<file path="src/rtl/ehpd_pkg.sv">
`timescale 1ns / 1ps

package ehpd_pkg;

  localparam int SampleBits    = 14;
  localparam int AlphaFracBits = 15;
  localparam int AlphaW        = 16;
  localparam int CfgDataW      = 16;
  localparam int CfgIndexW     = 2;
  localparam int AvgW          = SampleBits + AlphaFracBits;
  localparam int ProdW         = AvgW + AlphaW + 2;
  localparam int SumW          = AvgW + 2;
  localparam int InDataW       = ((SampleBits + 7) / 8) * 8;
  localparam int OutDataW      = ((SampleBits + 1 + 7) / 8) * 8;

  localparam int OneFix     = 1 << AlphaFracBits;
  localparam int AlphaMin   = (OneFix + 99) / 100;
  localparam int AlphaMax   = OneFix;
  localparam int StartLimit = OneFix / 100;
  localparam int AlphaReset = 3277;

  localparam logic [SampleBits-1:0] SampleMax = {SampleBits{1'b1}};
  localparam logic [AvgW-1:0] AvgMax   = {SampleMax, {AlphaFracBits{1'b0}}};
  localparam logic [AvgW-1:0] HalfFix  = AvgW'(1) << (AlphaFracBits - 1);
  localparam logic [AvgW-1:0] StartLim = AvgW'(StartLimit);

  typedef enum logic [CfgIndexW-1:0] {
    RegAlpha  = 2'd0,
    RegThrOn  = 2'd1,
    RegThrOff = 2'd2
  } cfg_reg_e;

endpackage

</file>
<file path="src/rtl/ema_hysteresis_presence_detector.sv">
`timescale 1ns / 1ps

// Channel   Direction  Payload
// s_axis    in         tdata[13:0] sample
// m_axis    out        tdata[13:0] smoothed, tdata[14] occupied
// cfg       in         cfg_index_i register, cfg_data_i value
//
// One sample per cycle sustained while m_axis is ready; a sample passes from s_axis to m_axis
// through the input register, then the multiply-add, rounding and threshold compare into
// the result register, where the average and seat state are also updated.
// Reset clears the average, the seat decision and the registers to defaults.
// A stall on m_axis holds the result; one more sample waits in the input stage.
module ema_hysteresis_presence_detector (
  input  logic                                clk_i,
  input  logic                                rst_ni,
  input  logic                                s_axis_tvalid,
  output logic                                s_axis_tready,
  input  logic [ehpd_pkg::InDataW-1:0]        s_axis_tdata,  // [13:0] sample
  output logic                                m_axis_tvalid,
  input  logic                                m_axis_tready,
  output logic [ehpd_pkg::OutDataW-1:0]       m_axis_tdata,  // [13:0] smoothed, [14] occupied
  input  logic                                cfg_valid_i,
  output logic                                cfg_ready_o,
  input  logic [ehpd_pkg::CfgIndexW-1:0]      cfg_index_i,
  input  logic [ehpd_pkg::CfgDataW-1:0]       cfg_data_i
);

  localparam int Sb = ehpd_pkg::SampleBits;
  localparam int Fb = ehpd_pkg::AlphaFracBits;
  localparam int Aw = ehpd_pkg::AvgW;
  localparam int Pw = ehpd_pkg::ProdW;
  localparam int Sw = ehpd_pkg::SumW;

  // configuration registers
  logic [ehpd_pkg::AlphaW-1:0] alpha_q;
  logic [Sb-1:0]               thr_on_q, thr_off_q;

  // pipeline registers
  logic          s1_valid_q;
  logic [Sb-1:0] s1_sample_q;
  logic          out_valid_q;
  logic [Sb-1:0] out_smoothed_q;
  logic          out_occ_q;

  // filter state
  logic [Aw-1:0] avg_q, avg_d;
  logic          seat_q, seat_d;

  logic s_fire, s1_fire, out_load;

  assign cfg_ready_o = 1'b1;

  always_ff @(posedge clk_i or negedge rst_ni) begin
    if (!rst_ni) begin
      alpha_q   <= ehpd_pkg::AlphaW'(ehpd_pkg::AlphaReset);
      thr_on_q  <= ehpd_pkg::SampleMax;
      thr_off_q <= '0;
    end else if (cfg_valid_i) begin
      unique case (ehpd_pkg::cfg_reg_e'(cfg_index_i))
        ehpd_pkg::RegAlpha: begin
          if (cfg_data_i < ehpd_pkg::CfgDataW'(ehpd_pkg::AlphaMin)) begin
            alpha_q <= ehpd_pkg::AlphaW'(ehpd_pkg::AlphaMin);
          end else if (cfg_data_i > ehpd_pkg::CfgDataW'(ehpd_pkg::AlphaMax)) begin
            alpha_q <= ehpd_pkg::AlphaW'(ehpd_pkg::AlphaMax);
          end else begin
            alpha_q <= ehpd_pkg::AlphaW'(cfg_data_i);
          end
        end
        ehpd_pkg::RegThrOn:  thr_on_q  <= cfg_data_i[Sb-1:0];
        ehpd_pkg::RegThrOff: thr_off_q <= cfg_data_i[Sb-1:0];
        default: ;
      endcase
    end
  end

  // handshake
  assign out_load      = !out_valid_q || m_axis_tready;
  assign s1_fire       = s1_valid_q && out_load;
  assign s_axis_tready = !s1_valid_q || out_load;
  assign s_fire        = s_axis_tvalid && s_axis_tready;

  // datapath
  logic [Aw-1:0]        target;
  logic signed [Aw:0]   diff;
  logic signed [Pw-1:0] prod;
  logic signed [Pw-1:0] rnd;
  logic signed [Sw-1:0] inc;
  logic signed [Sw-1:0] sum;
  logic [Aw:0]          avg_rnd;
  logic [Sb:0]          f_wide;
  logic [Sb-1:0]        smoothed;

  always_comb begin
    target = {s1_sample_q, {Fb{1'b0}}};
    diff   = $signed({1'b0, target}) - $signed({1'b0, avg_q});
    prod   = $signed({1'b0, alpha_q}) * diff;
    rnd    = prod + $signed(Pw'(ehpd_pkg::HalfFix));
    // arithmetic shift gives floor, so the half bias rounds exact halves up
    inc    = Sw'(rnd >>> Fb);
    sum    = $signed({2'b00, avg_q}) + inc;

    if (avg_q <= ehpd_pkg::StartLim) begin
      avg_d = target;
    end else if (sum < 0) begin
      avg_d = '0;
    end else if (sum > $signed({2'b00, ehpd_pkg::AvgMax})) begin
      avg_d = ehpd_pkg::AvgMax;
    end else begin
      avg_d = sum[Aw-1:0];
    end

    avg_rnd = {1'b0, avg_d} + {1'b0, ehpd_pkg::HalfFix};
    f_wide  = avg_rnd[Aw:Fb];
    smoothed = f_wide[Sb] ? ehpd_pkg::SampleMax : f_wide[Sb-1:0];

    if (!seat_q) begin
      seat_d = (smoothed >= thr_on_q);
    end else begin
      seat_d = !(smoothed <= thr_off_q);
    end
  end

  always_ff @(posedge clk_i or negedge rst_ni) begin
    if (!rst_ni) begin
      s1_valid_q  <= 1'b0;
      out_valid_q <= 1'b0;
      avg_q       <= '0;
      seat_q      <= 1'b0;
    end else begin
      if (s_axis_tready) begin
        s1_valid_q <= s_axis_tvalid;
      end
      if (out_load) begin
        out_valid_q <= s1_valid_q;
      end
      if (s1_fire) begin
        avg_q  <= avg_d;
        seat_q <= seat_d;
      end
    end
  end

  always_ff @(posedge clk_i) begin
    if (s_fire) begin
      s1_sample_q <= s_axis_tdata[Sb-1:0];
    end
    if (s1_fire) begin
      out_smoothed_q <= smoothed;
      out_occ_q      <= seat_d;
    end
  end

  assign m_axis_tvalid = out_valid_q;
  assign m_axis_tdata  = {{(ehpd_pkg::OutDataW - Sb - 1){1'b0}}, out_occ_q, out_smoothed_q};

`ifndef SYNTHESIS
  a_avg_range: assert property (@(posedge clk_i) disable iff (!rst_ni)
    avg_q <= ehpd_pkg::AvgMax)
    else $error("average above full scale");

  a_alpha_range: assert property (@(posedge clk_i) disable iff (!rst_ni)
    alpha_q >= ehpd_pkg::AlphaW'(ehpd_pkg::AlphaMin) &&
    alpha_q <= ehpd_pkg::AlphaW'(ehpd_pkg::AlphaMax))
    else $error("alpha outside clamp range");

  a_stall_full: assert property (@(posedge clk_i) disable iff (!rst_ni)
    !s_axis_tready |-> (s1_valid_q && out_valid_q))
    else $error("input stalled with a free stage");

  a_result_follows: assert property (@(posedge clk_i) disable iff (!rst_ni)
    s1_fire |=> (out_valid_q && out_occ_q == seat_q))
    else $error("result missing or seat state mismatch");
`endif

endmodule

</file>
<file path="config.mk">
export PLATFORM = sky130hd
export DESIGN_NAME = ema_hysteresis_presence_detector
export DESIGN_NICKNAME = d
export VERILOG_FILES = /design/src/rtl/ehpd_pkg.sv /design/src/rtl/ema_hysteresis_presence_detector.sv
export SDC_FILE = /design/constraint.sdc
export NUM_CORES = 2
export LEC_CHECK = 0
export BUFFER_PORTS_ARGS = -buffer_cell sky130_fd_sc_hd__buf_2
export CAP_MARGIN = 20
export CORE_MARGIN = 10
export CORE_UTILIZATION = 60
export CTS_BUF_LIST = sky130_fd_sc_hd__clkbuf_8
export DETAILED_ROUTE_END_ITERATION = 16
export HOLD_SLACK_MARGIN = 0.03
export PLACE_DENSITY = 0.78
export REMOVE_ABC_BUFFERS = 1
export SLEW_MARGIN = 20
export SYNTH_ARGS = -nofsm -noshare
export SYNTH_HDL_FRONTEND = slang
export SYNTH_SLANG_ARGS = --single-unit
</file>
<file path="constraint.sdc">
create_clock -name clk_i -period 18.1 [get_ports clk_i]
set_input_delay 0 -clock clk_i [delete_from_list [all_inputs] [get_ports clk_i]]
set_output_delay 0 -clock clk_i [all_outputs]
set_load 0.01 [all_outputs]
</file>
==> Flow_metrics.wiki <==
{| class="wikitable"
! Metric !! Value
|-
| Result of the run || finished, final reports clean
|-
| Setup tns final || 0 ns
|-
| Most area-consuming cells after synthesis || sky130_fd_sc_hd__fa_1 (37%), sky130_fd_sc_hd__ha_1 (11%), sky130_fd_sc_hd__inv_1 (9.7%)
|-
| Tcrit/Tclk final || 0.9051
|-
| Clock latency reported for the late side of the worst-skew pair || 0.39 ns
|-
| Kind of cell with the highest combined delay on the critical path || compound AO/OA/AOI/OAI gates
|-
| Area share of the leading cell type in the synthesized netlist || 0.3698
|-
| Worst slack at placement || 1.953 ns
|-
| Post CTS Setup Buffer Count || 0
|-
| Dominant cell by count in the synthesized netlist || sky130_fd_sc_hd__inv_1
|-
| Initial Utilization || 0.6060
|-
| Residual overflow from global routing || 0
|-
| Height of the die || 222.8 um
|-
| Crit path max-delay cell type || sky130_fd_sc_hd__xnor2_2
|-
| Final critical path time including I/O delays and setup || about 16 ns
|-
| Required time at the worst-slack endpoint || between 15 and 20 ns
|-
| Final count of pins violating max slew || 0
|-
| Number of antenna violations at the first check in global routing || 0
|-
| Root Buffer Master || sky130_fd_sc_hd__clkbuf_8
|-
| Critical path class || reg -> reg
|-
| Final number of hold-violating endpoints || 0
|-
| Antenna diode instance count || 0
|-
| CTS clock-pin slew for the worst setup and hold paths || 0.11 ns
|-
| Post-CTS Hold Fix Bufs || 36
|-
| Count of distinct cell types in the synthesized netlist || 93
|-
| Core region area || 40740 um^2
|-
| Netlist area before placement || approximately 25000 um^2
|-
| Fraction of final layout cells sized beyond drive strength 1 || 0.07135
|-
| Setup crit start kind || register
|-
| Routed WL per cell || between 15 and 20 um
|-
| Type of the worst min-delay path || in -> async
|-
| Setup-violating endpoint count in the final report || 0
|-
| Average instance area after synthesis || 9.060 um^2
|-
| Chip Width || 222.8 um
|-
| Maximum net fanout on the critical path || 16
|-
| Portion of the post-synthesis area used by sequential elements || 0.1134
|-
| Least-Margin Pin Slew || 1.112 ns
|-
| Number of global-route vias before repair || 20720
|-
| Number of ports placed on the die boundary || 58
|-
| Gr usage total || 0.2679
|-
| Upper clock frequency limit || slightly above 60 MHz
|-
| Number of levels the H-tree was split into || 3
|-
| Number of nets at the end of the flow || approximately 3500
|-
| Type of destination of the critical path || register
|-
| Top FF cell, synth || sky130_fd_sc_hd__dfrtp_1
|-
| Post-route ant nets || 0
|-
| Cts bufs inserted || 9
|-
| Rows || 74
|-
| Area overhead of the layout relative to synthesis || 6.046%
|-
| First-pass DRT Iterations || 5
|-
| Maximum count of clock buffers along a single path || 2
|-
| Via density per instance || 5.752
|-
| Final Hold Slack || 0.1119 ns
|-
| Number of instances in the synthesized netlist || about 2700
|-
| Max-cap check violation count || 0
|-
| Drt drc || 0
|-
| CTS tree || built
|-
| Proportion of register bits with asynchronous set or reset after synthesis || 0.7238
|-
| Largest stage delay on the critical path || 0.72 ns
|-
| Post_cts resized || 0
|-
| Number of synthesized register bits || 105
|-
| Library cell occupying the most area in the post-synthesis netlist || sky130_fd_sc_hd__fa_1
|-
| Number of enable flip-flop cells after synthesis || 29
|-
| Input/output buffers || 53
|-
| Dpl hpwl || 51500 um
|-
| Setup repair after global routing missed its margin || false
|-
| Synth warn || 0
|-
| Pin count of the biggest net entering global routing || 77
|-
| Worst rel slew slack || 0.2548
|-
| Post-layout worst setup margin || around 1.7 ns
|-
| TritonCTS sink count || 105
|-
| Crit path DAT || 16.53 ns
|-
| Final worst clock skew || 0.01896 ns
|-
| Die outline area || 49660 um^2
|-
| Critical path buffers and inverters || 6
|-
| Detailed-route via count || 18940
|-
| Top post-synthesis cells by count || sky130_fd_sc_hd__inv_1 (635), sky130_fd_sc_hd__fa_1 (456), sky130_fd_sc_hd__nand2_1 (297)
|-
| GP Congestion || 0.9474
|-
| Initial DRC count || 1313
|-
| Total detailed-routing wirelength || 64170 um
|-
| First-pass GRT wire length || around 110000 um
|}
-- per-stage QoR --
stage / std cells / utilization / instance area [um^2]
final: 3293 / 0.6426 / 26180
after detailed placement: 3239 / 0.6275 / 25560
after global routing: 3293 / 0.6426 / 26180
after floorplan: 2623 / - / 24270
after CTS: 3291 / 0.6416 / 26140
after global placement: 3239 / 0.6275 / 25560
-- final timing paths --
check	start	to	slack (ns)	cells after the start
worst max-delay path	avg_q[0]	out_occ_q	1.72	60
worst min register to register	alpha_q[15]	alpha_q[15]	0.49	2
worst max register to register	avg_q[0]	out_occ_q	1.72	60
worst min-delay path	rst_ni	avg_q[26]	0.11	2
min in group clk_i	cfg_index_i[1]	alpha_q[6]	0.25	3
max in group asynchronous	rst_ni	alpha_q[0]	17.34	3
-- layout by cell type (no fill, tap or decap), types with 32 or more instances in the layout --
cell type                         n
sky130_fd_sc_hd__xor2_1          32
sky130_fd_sc_hd__a21oi_1         69
sky130_fd_sc_hd__o21ai_0         49
sky130_fd_sc_hd__buf_4           32
sky130_fd_sc_hd__dlygate4sd3_1   36
sky130_fd_sc_hd__dfrtp_1         55
sky130_fd_sc_hd__buf_2           52
sky130_fd_sc_hd__and2_1         245
sky130_fd_sc_hd__nor2_1          84
sky130_fd_sc_hd__xnor2_1         49
sky130_fd_sc_hd__inv_1          638
sky130_fd_sc_hd__ha_1           208
sky130_fd_sc_hd__a21o_1          35
sky130_fd_sc_hd__fa_1           456
sky130_fd_sc_hd__nand2_1        297
-- cell families after synthesis --
group	Yosys count	share of synthesized area
buf+inv	737	0.1133
simple gates	787	0.1614
mux	34	0.01546
xor+xnor	98	0.03507
flops	105	0.1134
other cells	2	0.0003042
compound gates	298	0.08596
fa+ha+maj	664	0.4752
-- cell type report --
type | count | area, um^2
Clock buffer | 9 | 123.9
Clock inverter | 7 | 88.84
Fill cell | 3270 | 14560
Inverter | 635 | 2384
Multi-Input combinational cell | 1883 | 19230
Sequential cell | 105 | 2799
Tap cell | 532 | 665.6
Timing Repair Buffer | 122 | 892.1
-- metal layers --
| layer | wire (um) | share of wire | vias up | track usage |
|---|---|---|---|---|
| met5 | 0 | 0 | - | 0 |
| met4 | 1621 | 0.025 | 0 | 0.06931 |
| met1 | 26210 | 0.41 | 9649 | 0.3497 |
| li1 | - | - | 8431 | - |
| met2 | 31730 | 0.49 | 722 | 0.4575 |
| met3 | 4609 | 0.072 | 139 | 0.04017 |
-- registers in the layout, summed over array words and instances (netlist names) --
name	cells
avg_q	29
alpha_q	16
out_smoothed_q	14
s1_sample_q	14
thr_off_q	14
thr_on_q	14
m_axis_tvalid	1
out_occ_q	1
s1_valid_q	1
seat_q	1
Power is not shown: default switching activity piles up to over one toggle a cycle in this logic, so the estimate is an artifact.
